## config.mk

```make
export PLATFORM = sky130hd
export DESIGN_NAME = ring_buffer_deque_top
export DESIGN_NICKNAME = d
export VERILOG_FILES = /design/src/rtl/rbd_pkg.sv /design/src/rtl/ring_buffer_deque_top.sv /design/src/rtl/rbd_ctrl.sv /design/src/rtl/rbd_datapath.sv
export SDC_FILE = /design/constraint.sdc
export NUM_CORES = 1
export LEC_CHECK = 0
export BUFFER_PORTS_ARGS = -buffer_cell sky130_fd_sc_hd__buf_2
export CAP_MARGIN = 20
export CORE_ASPECT_RATIO = 0.6
export CORE_MARGIN = 2
export CORE_UTILIZATION = 40
export CTS_CLUSTER_SIZE = 30
export DETAILED_ROUTE_END_ITERATION = 6
export GPL_TIMING_DRIVEN = 0
export PLACE_DENSITY_LB_ADDON = 0.25
export SETUP_SLACK_MARGIN = 0.4
export SKIP_CTS_REPAIR_TIMING = 1
export SLEW_MARGIN = 20
export SYNTH_ARGS = -nofsm -noshare
export SYNTH_HDL_FRONTEND = slang
export SYNTH_HIERARCHICAL = 1
export SYNTH_SLANG_ARGS = --single-unit
```

## constraint.sdc

```tcl
create_clock -name clk -period 6.4 [get_ports clk]
set_clock_uncertainty 0.15 [all_clocks]
set_input_delay 1.92 -clock clk [delete_from_list [all_inputs] [get_ports clk]]
set_output_delay 1.92 -clock clk [all_outputs]
set_load 0.03 [all_outputs]
```

## src/rtl/rbd_pkg.sv

```systemverilog
// Shared types and constants for the ring buffer deque.
// Depends on nothing; every other RTL file imports this package.
`default_nettype none

package rbd_pkg;

    // Width of the data words held in the deque.
    localparam int WORD_W = 32;

    // Width of the occupancy field reported with each result.
    localparam int OCC_W = 5;

    // Value returned by a pop that finds the deque empty.
    localparam logic signed [WORD_W-1:0] EMPTY_VALUE = -32'sd1;

    // Operation codes carried by each request.
    typedef enum logic [1:0] {
        ACT_PUSH_FRONT = 2'd0,
        ACT_POP_FRONT  = 2'd1,
        ACT_PUSH_BACK  = 2'd2,
        ACT_POP_BACK   = 2'd3
    } action_t;

    // Commands from the controller to the datapath.
    typedef struct packed {
        logic accept;   // take the request on the input and execute it
        logic finish;   // load the memory read data into the result register
    } rbd_cmd_t;

    // Status from the datapath to the controller.
    typedef struct packed {
        logic pop_read;   // the offered request is a pop that must read the store
        logic out_valid;  // the result register holds an undelivered result
    } rbd_status_t;

endpackage

`default_nettype wire

```

## src/rtl/ring_buffer_deque_top.sv

```systemverilog
// Results: a push or a pop on an empty deque shows its result in the cycle after acceptance;
// a pop that removes a word passes the registered store read, then the result register.
// Throughput: one push per cycle while the result side is not stalled; a pop that
// removes a word holds off the next request until the registered store read completes.
// Reset: pointers and count clear at once, the deque is empty and ready with no clearing
// pass; store contents stay unspecified until written.
`default_nettype none

module ring_buffer_deque_top
    import rbd_pkg::*;
#(
    parameter int CAPACITY = 16
)
(
    input  wire logic                     clk,
    input  wire logic                     rst_n,
    input  wire logic                     in_valid,
    output logic                          in_stall,
    input  wire logic [1:0]               action,
    input  wire logic signed [WORD_W-1:0] push_value,
    output logic                          out_valid,
    input  wire logic                     out_stall,
    output logic signed [WORD_W-1:0]      pop_value,
    output logic                          was_empty,
    output logic                          was_full,
    output logic [OCC_W-1:0]              occupancy
);

    rbd_cmd_t    cmd;
    rbd_status_t status;

    // Sequencing of requests and store reads.
    rbd_ctrl u_ctrl (
        .clk       (clk),
        .rst_n     (rst_n),
        .in_valid  (in_valid),
        .in_stall  (in_stall),
        .out_stall (out_stall),
        .status    (status),
        .cmd       (cmd)
    );

    // Pointers, store and result register.
    rbd_datapath #(
        .CAPACITY (CAPACITY)
    ) u_datapath (
        .clk        (clk),
        .rst_n      (rst_n),
        .cmd        (cmd),
        .status     (status),
        .action     (action),
        .push_value (push_value),
        .out_stall  (out_stall),
        .out_valid  (out_valid),
        .pop_value  (pop_value),
        .was_empty  (was_empty),
        .was_full   (was_full),
        .occupancy  (occupancy)
    );

endmodule

`default_nettype wire

```

## src/rtl/rbd_ctrl.sv

```systemverilog
// Controller state machine for the ring buffer deque.
// Depends on rbd_pkg for the command and status structs.
`default_nettype none

module rbd_ctrl
    import rbd_pkg::*;
(
    input  wire logic        clk,
    input  wire logic        rst_n,
    input  wire logic        in_valid,
    output logic             in_stall,
    input  wire logic        out_stall,
    input  wire rbd_status_t status,
    output rbd_cmd_t         cmd
);

    typedef enum logic {
        ST_IDLE,
        ST_READ
    } state_t;

    state_t state_reg;
    state_t state_next;
    logic   slot_free;
    logic   accept;

    // The result register can take a new result when it is empty or being drained.
    assign slot_free = !status.out_valid || !out_stall;

    // A request is taken only in idle and only when its result has somewhere to go.
    assign in_stall = !((state_reg == ST_IDLE) && slot_free);
    assign accept   = in_valid && !in_stall;

    assign cmd.accept = accept;
    assign cmd.finish = (state_reg == ST_READ);

    // Next-state logic: a pop that reads the store passes through the read state while it waits for data.
    always_comb
    begin
        state_next = state_reg;
        unique case (state_reg)
            ST_IDLE:
            begin
                if (accept && status.pop_read)
                begin
                    state_next = ST_READ;
                end
            end
            ST_READ:
            begin
                state_next = ST_IDLE;
            end
            default:
            begin
                state_next = ST_IDLE;
            end
        endcase
    end

    // State register.
    always_ff @(posedge clk or negedge rst_n)
    begin
        if (!rst_n)
        begin
            state_reg <= ST_IDLE;
        end
        else
        begin
            state_reg <= state_next;
        end
    end

    // A pop that reads the store is followed by exactly one finish cycle.
    a_pop_then_finish: assert property (@(posedge clk) disable iff (!rst_n)
        (cmd.accept && status.pop_read) |=> cmd.finish)
        else $error("pop read was not followed by a finish cycle");

    a_finish_single: assert property (@(posedge clk) disable iff (!rst_n)
        cmd.finish |=> !cmd.finish)
        else $error("finish lasted more than one cycle");

    // When read data lands, the result register must already be free.
    a_finish_slot_free: assert property (@(posedge clk) disable iff (!rst_n)
        cmd.finish |-> !status.out_valid)
        else $error("finish found the result register occupied");

endmodule

`default_nettype wire

```

## src/rtl/rbd_datapath.sv

```systemverilog
// Datapath of the ring buffer deque: pointers, count, word store and result register.
// Depends on rbd_pkg; driven by commands from rbd_ctrl.
`default_nettype none

module rbd_datapath
    import rbd_pkg::*;
#(
    parameter int CAPACITY = 16
)
(
    input  wire logic                     clk,
    input  wire logic                     rst_n,
    input  wire rbd_cmd_t                 cmd,
    output rbd_status_t                   status,
    input  wire logic [1:0]               action,
    input  wire logic signed [WORD_W-1:0] push_value,
    input  wire logic                     out_stall,
    output logic                          out_valid,
    output logic signed [WORD_W-1:0]      pop_value,
    output logic                          was_empty,
    output logic                          was_full,
    output logic [OCC_W-1:0]              occupancy
);

    localparam int PTR_W = (CAPACITY > 1) ? $clog2(CAPACITY) : 1;
    localparam int CNT_W = $clog2(CAPACITY + 1);
    localparam logic [PTR_W-1:0] LAST_SLOT = PTR_W'(CAPACITY - 1);
    localparam logic [CNT_W-1:0] FULL_COUNT = CNT_W'(CAPACITY);

    // Circular pointer steps.
    function automatic logic [PTR_W-1:0] wrap_inc(input logic [PTR_W-1:0] p);
        return (p == LAST_SLOT) ? '0 : p + PTR_W'(1);
    endfunction

    function automatic logic [PTR_W-1:0] wrap_dec(input logic [PTR_W-1:0] p);
        return (p == '0) ? LAST_SLOT : p - PTR_W'(1);
    endfunction

    logic [WORD_W-1:0] word_store [CAPACITY];

    logic [PTR_W-1:0] head_reg;
    logic [PTR_W-1:0] head_next;
    logic [PTR_W-1:0] tail_reg;
    logic [PTR_W-1:0] tail_next;
    logic [CNT_W-1:0] count_reg;
    logic [CNT_W-1:0] count_next;
    logic             out_valid_reg;
    logic             out_valid_next;

    logic signed [WORD_W-1:0] pop_value_reg;
    logic                     was_empty_reg;
    logic                     was_full_reg;
    logic [OCC_W-1:0]         occupancy_reg;
    logic [WORD_W-1:0]        rd_data_reg;

    action_t          act;
    logic             is_push;
    logic             is_full;
    logic             is_empty;
    logic             wr_en;
    logic [PTR_W-1:0] wr_addr;
    logic [PTR_W-1:0] rd_addr;
    logic             load_direct;

    assign act      = action_t'(action);
    assign is_push  = (act == ACT_PUSH_FRONT) || (act == ACT_PUSH_BACK);
    assign is_full  = (count_reg == FULL_COUNT);
    assign is_empty = (count_reg == '0);

    assign status.pop_read  = !is_push && !is_empty;
    assign status.out_valid = out_valid_reg;

    // Pushes and empty pops produce their result at once; other pops wait for the store.
    assign load_direct = cmd.accept && !status.pop_read;

    // Pointer, count and store address updates for the offered request.
    always_comb
    begin
        head_next  = head_reg;
        tail_next  = tail_reg;
        count_next = count_reg;
        wr_en      = 1'b0;
        wr_addr    = tail_reg;
        rd_addr    = head_reg;
        case (act)
            ACT_PUSH_FRONT:
            begin
                wr_addr = wrap_dec(head_reg);
                if (!is_full)
                begin
                    head_next  = wrap_dec(head_reg);
                    wr_en      = cmd.accept;
                    count_next = count_reg + CNT_W'(1);
                end
            end
            ACT_PUSH_BACK:
            begin
                wr_addr = tail_reg;
                if (!is_full)
                begin
                    tail_next  = wrap_inc(tail_reg);
                    wr_en      = cmd.accept;
                    count_next = count_reg + CNT_W'(1);
                end
            end
            ACT_POP_FRONT:
            begin
                rd_addr = head_reg;
                if (!is_empty)
                begin
                    head_next  = wrap_inc(head_reg);
                    count_next = count_reg - CNT_W'(1);
                end
            end
            default:
            begin
                rd_addr = wrap_dec(tail_reg);
                if (!is_empty)
                begin
                    tail_next  = wrap_dec(tail_reg);
                    count_next = count_reg - CNT_W'(1);
                end
            end
        endcase
    end

    // The result register empties when taken and fills on a new result.
    always_comb
    begin
        out_valid_next = out_valid_reg;
        if (load_direct || cmd.finish)
        begin
            out_valid_next = 1'b1;
        end
        else if (!out_stall)
        begin
            out_valid_next = 1'b0;
        end
    end

    // Control registers.
    always_ff @(posedge clk or negedge rst_n)
    begin
        if (!rst_n)
        begin
            head_reg      <= '0;
            tail_reg      <= '0;
            count_reg     <= '0;
            out_valid_reg <= 1'b0;
        end
        else
        begin
            if (cmd.accept)
            begin
                head_reg  <= head_next;
                tail_reg  <= tail_next;
                count_reg <= count_next;
            end
            out_valid_reg <= out_valid_next;
        end
    end

    // Word store with one write port and one registered read port.
    always_ff @(posedge clk)
    begin
        if (wr_en)
        begin
            word_store[wr_addr] <= push_value;
        end
        if (cmd.accept)
        begin
            rd_data_reg <= word_store[rd_addr];
        end
    end

    // Result payload.
    always_ff @(posedge clk)
    begin
        if (load_direct)
        begin
            pop_value_reg <= is_push ? '0 : EMPTY_VALUE;
            was_empty_reg <= !is_push;
            was_full_reg  <= is_push && is_full;
            occupancy_reg <= OCC_W'(count_next);
        end
        else if (cmd.finish)
        begin
            pop_value_reg <= rd_data_reg;
            was_empty_reg <= 1'b0;
            was_full_reg  <= 1'b0;
            occupancy_reg <= OCC_W'(count_reg);
        end
    end

    assign out_valid = out_valid_reg;
    assign pop_value = pop_value_reg;
    assign was_empty = was_empty_reg;
    assign was_full  = was_full_reg;
    assign occupancy = occupancy_reg;

    a_count_bound: assert property (@(posedge clk) disable iff (!rst_n)
        count_reg <= FULL_COUNT)
        else $error("held count exceeds capacity");

    // An empty deque has its pointers meeting.
    a_empty_pointers: assert property (@(posedge clk) disable iff (!rst_n)
        (count_reg == '0) |-> (head_reg == tail_reg))
        else $error("empty deque with head and tail apart");

    a_push_grows: assert property (@(posedge clk) disable iff (!rst_n)
        (cmd.accept && is_push && !is_full) |=> (count_reg == $past(count_reg) + CNT_W'(1)))
        else $error("accepted push did not grow the count");

endmodule

`default_nettype wire

```

==> metrics.md, run 1 <==
| Metric | Value |
|---|---|
| Detailed Route WL | between 60,000 and 70,000 um |
| H-tree levels | 2 |
| Reg2Reg Setup Slack | 1.84 ns |
| # DRC | 0 |
| Drt via density | 5.71 |
| Overflow after GRT | 0 |
| Hold Path Class | reg -> reg |
| Setup TNS | 0 ns |
| 1st-iter DRT viols | 2,027 |
| Worst Path Arrival | around 5.6 ns |
| Crit end category | register |
| Wire per inst | between 20 and 30 um |
| Clk Latency, worst-skew pair | between 0.6 and 0.7 ns |
| Xor and xnor area share after synthesis | 0.438% |
| Cts bufs inserted | 54 |
| Req. time, crit path | 6.56 ns |
| CTS Buffer Depth | 3 |
| Placed Cells | around 2,500 |
| Crit path top cell by count | buf_16 |
| Largest family of logic cells by synthesized area | simple AND/OR/NAND/NOR gates |
| Post-Layout Cell Count | ~2,600 |
| Final period util | 85.6% |
| Placer Congestion | roughly 0.85 |
| Final hold slack | approximately 0.36 ns |
| Worst-path fanout max | 33 |
| Port Buffer Count | 77 |
| Post-synth cell types | 50 |
| Core Area | about 0.059 mm2 |
| P_leak | 9.47 nW |
| GRT Resource Usage Total | 20.8% |
| Mux cell area share after synthesis | around 5.7% |
| Clk root buf | clkbuf_16 |
| Asr flop ratio synth | about 2.5% |
| Initial core utilization | about 40% |
| CP max stage cell | nor2_4 |
| IO Count | 79 |
| # diodes | 0 |
| Simple-Gate Fraction of Synth Area | 8.46% |
| Clk sink count | 598 |
| Worst-path clk slew | roughly 0.06 ns |
| Syn Area/Cell | about 15 um2 |
| Seq/Total Area, Yosys | around 75% |
| Final nets | around 1,800 |
| Synthesized flop and latch total | 598 |
| WS Path Type | in -> reg |
| Drt first pass iters | 6 |
| Number of global-route vias before repair | 13,900 |
| Syn. warnings | 6 |
| Detail Route Antenna Nets | 0 |
| DR vias | 14,700 |
| Area delta synth->final | 15.8% |
| Fmax | roughly 0.18 GHz |
| Die area | 0.0620 mm2 |
| CTS tree | yes |
| Height of the die | a little under 200 um |
| Critical Path Start Type | primary input |
| Hold path start | u_datapath/out_valid$_DFFE_PN0P_ |
| Number of flip-flops under the largest register name | 512 |
| Slew @ Worst Pin | 1.14 ns |
| Number of flops mapped to enable cells by yosys | about 580 |
| Post-synthesis adder-cell area fraction | 0.313% |
| Top_reg_cell synth | edfxtp_1 |
| Highest ir drop seen on vdd | 230 uV |
| Initial antenna violation count | 1 |
| Layout cells sized above 1 | 18.4% |
| Pins Over Slew Limit | 0 |
| MaxCap Viol Count | 0 |
| Die width | between 300 and 400 um |
| Share of the synthesized area in the top cell type | 73.0% |
| Final Hold Violating Endpoints | 0 |
| Row count | 69 |
| Crit path cell chain | buf_2 -> a21oi_2 -> and2_2 -> buf_4 -> clkbuf_1 -> nand2_1 -> a31oi_1 -> nand3_1 -> nor2_4 -> buf_16 -> buf_16 |
| Pwr per Cell Area | 428 mW/mm2 |
| Area contributors post-synth | edfxtp_1, nand2_1, mux2_2 |
| Synthesized cell area | 0.0240 mm2 |
| Final setup violation count | 0 |
| Syn Nets | approximately 1,600 |
| First-pass GRT wire length | approximately 94,000 um |
| RSZ-0062 raised after global routing | false |
| Largest net degree at the start of global routing | 41 |
| Final min period | 5.48 ns |
| Synth Area in Compound Gates | ~8.1% |
| Largest stage delay, worst path | 0.63 ns |
| Cell accounting for the most synthesized area | edfxtp_1 |
| Filler instances | 5,121 |
| Mapped Cells | 1,588 |
| Status | finished clean |
| CP startpoint | out_stall |
| Worst reg2reg startpoint | u_datapath/out_valid$_DFFE_PN0P_ |
| Worst slew margin | a little under a quarter |
| Most frequent cells in the layout | edfxtp_1, nand2_1, buf_2 |
| Buffers & Inverters on Critical Path | 5 |
| Commonest non-fill, non-tap cell in the layout | edfxtp_1 |
| Cell family with most CP delay | simple AND/OR/NAND/NOR gates |
| DPL Wire Length | 43,700 um |
Yosys cell counts, types with 3 or more instances:
master	number
a211oi_1	73
a21oi_1	25
a311oi_1	16
a31oi_1	10
a41o_1	24
and2_1	3
and3_1	65
buf_1	5
buf_2	37
buf_4	4
buf_6	11
clkbuf_1	43
dfrtp_1	15
edfxtp_1	583
ha_1	6
inv_1	14
mux2_1	25
mux2_2	69
mux2_4	4
mux2i_1	5
mux4_1	6
nand2_1	270
nand2b_1	6
nand3_1	27
nor2_1	58
nor3_1	30
o21ai_0	43
o22ai_1	74
xnor2_1	8
xor2_1	4
cell families after synthesis:
| family | after synthesis |
|---|---|
| buffers and inverters | 116 |
| DFF | 598 |
| adders and majority gates | 6 |
| AOI/OAI and AO/OA | 280 |
| xor gates and xnor gates | 12 |
| and+or+nand+nor | 465 |
| muxes | 111 |
layer usage:
metal  up-vias  part of all wire, %  GRT usage (%)
met5         -                    0              0
met4         0                  1.8           4.16
met2       678                   42           29.1
met3        84                   10           5.26
li1       6449                    -              -
met1      7442                   46           32.6
metrics by stage:
step,worst slack (ns),util (%),cell area (um2),power (mW)
6_report,0.919,46.9,27800,11.9
5_1_grt,0.640,46.9,27800,12.4
4_1_cts,0.948,46.9,27800,11.9
3_5_place_dp,0.309,44.0,26100,8.73
3_3_place_gp,-1.87,42.8,25300,8.58
2_1_floorplan,0.963,-,24000,7.23
power breakdown:
part           internal, mW  switching [mW]
Sequential             4.69           0.108
Clock                  1.74            1.43
Combinational          1.26            2.66
final timing paths:
check / end / depth (start not counted)
hold / removal: u_datapath/out_valid$_DFFE_PN0P_ / 1
setup / recovery: u_datapath/word_store[4][29]$_DFFE_PP_ / 11
max in group asynchronous: u_datapath/tail_reg[2]$_DFFE_PN0P_ / 1
setup reg to reg: u_datapath/word_store[4][29]$_DFFE_PP_ / 11
min in group asynchronous: u_datapath/head_reg[2]$_DFFE_PN0P_ / 1
hold reg to reg: u_datapath/out_valid$_DFFE_PN0P_ / 1
area by class of cell:
| class | instances | area [um2] | share of cell area, % |
|---|---|---|---|
| Buffer | 102 | 529 | 1.91 |
| Clock buffer | 63 | 1410 | 5.06 |
| Clock inverter | 36 | 297 | 1.07 |
| Inverter | 14 | 52.6 | 0.189 |
| Multi-Input combinational cell | 874 | 5640 | 20.3 |
| Sequential cell | 598 | 17900 | 64.4 |
| Tap cell | 781 | 977 | 3.52 |
| Timing Repair Buffer | 100 | 988 | 3.56 |
Power figures use the tool's default switching activity.
==> run 2, diff against run 1 <==
- CORE_ASPECT_RATIO: 0.6 -> 1.2
- GPL_TIMING_DRIVEN: 0 -> unset
==> run 2 against run 1 <==
Against the previous run: maximum frequency is 21% higher; combinational power decreased by 15%; cell count fell by 2.2%; critical path depth shrank 4; design area shrank 1.4%; sequential share of layout area grew 0.92 points; flip-flop and latch count unchanged; die area is essentially flat; non-clock buffer count decreased by 80; critical path type unchanged; critical endpoint is now u_datapath/word_store[3][10]$_DFFE_PP_.
==> metrics.md, run 2 (synthesis results as in run 1) <==
| Metric | Value |
|---|---|
| Status | finished clean |
| WS Path Type | in -> reg |
| Post-DP Area | 0.0255 mm2 (-2.3%) |
| Wire per inst | 23.4 um (-7.7%) |
| Comb power frac | 28.7% (-4.3 points) |
| Buffers & Inverters on Critical Path | 3 (-2) |
| Overflow after GRT | 0 (unchanged) |
| Met1 wire length | 25,000 um (-17%) |
| DPL Wire Length | 32,300 um (-26%) |
| CTS Buffer Depth | 3 (unchanged) |
| Largest stage delay, worst path | 0.77 ns (+0.14 ns) |
| Worst Hold Depth | 2 (+1) |
| Reg2reg end | u_datapath/rd_data_reg[26]$_DFFE_PP_ |
| Drt first pass iters | 5 (-1) |
| CP startpoint | action[0] |
| Final period util | 70.5% (-15 points) |
| First-pass GRT wire length | 87,900 um (-6.9%) |
| Setup WS pre-CTS | 1.29 ns (+0.979 ns) |
| Pins Over Slew Limit | 0 (unchanged) |
| Layout Cell Area excl Fill | 0.0274 mm2 (-1.4%) |
| Number of global-route vias before repair | 13,800 (-0.77%) |
| Crit end category | register |
| Clock power share | 29.5% (+2.9 points) |
| Placer Congestion | 0.793 (-6.2%) |
| Final Util | 46.0% (-0.85 points) |
| Register Area | 0.0179 mm2 (unchanged) |
| Seq pwr share | 41.7% (+1.3 points) |
| Hold Path Class | reg -> reg |
| H-tree levels | 2 (unchanged) |
| Highest ir drop seen on vdd | 303 uV (+32%) |
| Worst Path Arrival | 4.67 ns (-0.97 ns) |
| Worst reg2reg startpoint | u_datapath/tail_reg[0]$_DFFE_PN0P_ |
| Hold path start | u_datapath/rd_data_reg[17]$_DFFE_PP_ |
| Clk root buf | clkbuf_16 |
| Port Buffer Count | 78 (+1.3%) |
| Largest net degree at the start of global routing | 137 (+230%) |
| Layout cells sized above 1 | 18.5% (+0.047 points) |
| Met2 routed wirelength | 29,100 um (+7.2%) |
| Commonest non-fill, non-tap cell in the layout | edfxtp_1 |
| Drt via density | 5.53 (-3.0%) |
| Worst slew margin | 30.4% (+7.0 points) |
| Detail Route Antenna Nets | 0 (unchanged) |
| CTS tree | yes |
| Cts bufs inserted | 56 (+3.7%) |
| Psw | 3.75 mW (-11%) |
| DR vias | 13,900 (-5.2%) |
| Final nets | 1,710 (-4.4%) |
| Slew @ Worst Pin | 1.04 ns (-0.0985 ns) |
| Worst-path clk slew | 0.06 ns (about the same) |
| Clk Latency, worst-skew pair | 0.61 ns (about the same) |
| Setup ws final | 1.89 ns (+0.966 ns) |
| Most frequent cells in the layout | edfxtp_1, nand2_1, buf_2 |
| Fmax | 0.221 GHz (+21%) |
| Number of flip-flops under the largest register name | 512 (unchanged) |
| 1st-iter DRT viols | 1,159 (-43%) |
| IO Count | 79 (unchanged) |
| CP max stage cell | nor2_4 |
| Reg2Reg Setup Slack | 2.58 ns (+0.74 ns) |
| Initial core utilization | 40.3% (-0.17 points) |
| Multi-input gate area | 0.00571 mm2 (+1.2%) |
| Critical Path Start Type | primary input |
| Height of the die | 272 um (+41%) |
| Core Area | 0.0595 mm2 (+0.41%) |
| Initial antenna violation count | 2 (+1) |
| Clk sink count | 598 (unchanged) |
| WHS Endpoint | u_datapath/pop_value[17]$_DFFE_PP_ |
| Met3 WL post-DR | 3100 um (-54%) |
| Die area | 0.0619 mm2 (about the same) |
| Sw Share | 32.3% (-3.0 points) |
| Internal power | 7.87 mW (+2.3%) |
| Req. time, crit path | 6.55 ns (about the same) |
| Cell family with most CP delay | simple AND/OR/NAND/NOR gates |
| GRT Resource Usage Total | 19.1% (-1.7 points) |
| Die width | 227 um (-29%) |
| Setup TNS | 0 ns (unchanged) |
| Worst-path fanout max | 23 (-30%) |
| Reg2Reg Depth | 9 (-2) |
| Pwr per Cell Area | 424 mW/mm2 (-0.89%) |
| Detailed Route WL | 58,700 um (-9.7%) |
| Uppermost layer routed | met5 |
| Final min period | 4.51 ns (-0.966 ns) |
| Filler instances | 5,169 (+0.94%) |
| # diodes | 0 (unchanged) |
| P_leak | 9.32 nW (-1.6%) |
| Area delta synth->final | 14.2% |
| Power, Total | 11.6 mW (-2.3%) |
| Final setup violation count | 0 (unchanged) |
| Row count | 98 (+42%) |
| MaxCap Viol Count | 0 (unchanged) |
| Crit path cell chain | buf_2 -> inv_1 -> nand2_1 -> a31oi_1 -> nand3_1 -> nor2_4 -> buf_4 |
| # DRC | 0 (unchanged) |
| Final Hold Violating Endpoints | 0 (unchanged) |
| RSZ-0062 raised after global routing | false |
run 2: worst max path at each step:
stage,end,slack (ns),depth (start not counted)
5_1_grt,u_datapath/word_store[3][8]$_DFFE_PP_,1.76,7
2_1_floorplan,u_datapath/word_store[0][0]$_DFFE_PP_,0.96,8
4_1_cts,in_stall,1.91,4
3_3_place_gp,u_datapath/rd_data_reg[30]$_DFFE_PP_,1.32,8
6_report,u_datapath/word_store[3][10]$_DFFE_PP_,1.89,7
3_5_place_dp,u_datapath/rd_data_reg[26]$_DFFE_PP_,1.29,8
run 2: final cells by class:
type | instances | share of cell area (%)
Sequential cell | 598 | 65.3
Clock inverter | 42 | 1.60
Timing Repair Buffer | 122 | 3.04
Clock buffer | 62 | 5.36
Multi-Input combinational cell | 874 | 20.8
Tap cell | 800 | 3.66
Inverter | 14 | 0.192
run 2: metal layers:
| layer | up-vias | track usage (%) |
|---|---|---|
| met2 | 416 | 31.9 |
| li1 | 6265 | - |
| met3 | 110 | 2.86 |
| met1 | 7103 | 26.0 |
| met4 | 4 | 5.61 |
| met5 | - | 0 |
run 2: power groups by stage:
stage	clock, mW	combinational [mW]	sequential [mW]
after floorplan	0	2.26	4.96
after global placement	0	3.30	4.92
after detailed placement	0	3.34	4.93
after CTS	3.51	3.36	4.85
after global routing	3.65	3.65	4.88
final	3.43	3.34	4.85
run 2: worst reg2reg max path: stages (launching register included):
cell and delay, ns:
dfrtp_1 0.50, inv_1 0.15, ha_1 0.37, nand3_2 0.29
and2_4 0.70, buf_4 0.54, mux2_2 0.40, o22ai_1 0.18
nor3_1 0.08, a41o_1 0.22
run 2: through the flow:
stage                     hold slack (ns)  std cells
after floorplan                     0.342       1588
after global placement              0.354       2408
after detailed placement            0.352       2408
after CTS                           0.371       2512
after global routing                0.388       2512
final                               0.369       2512
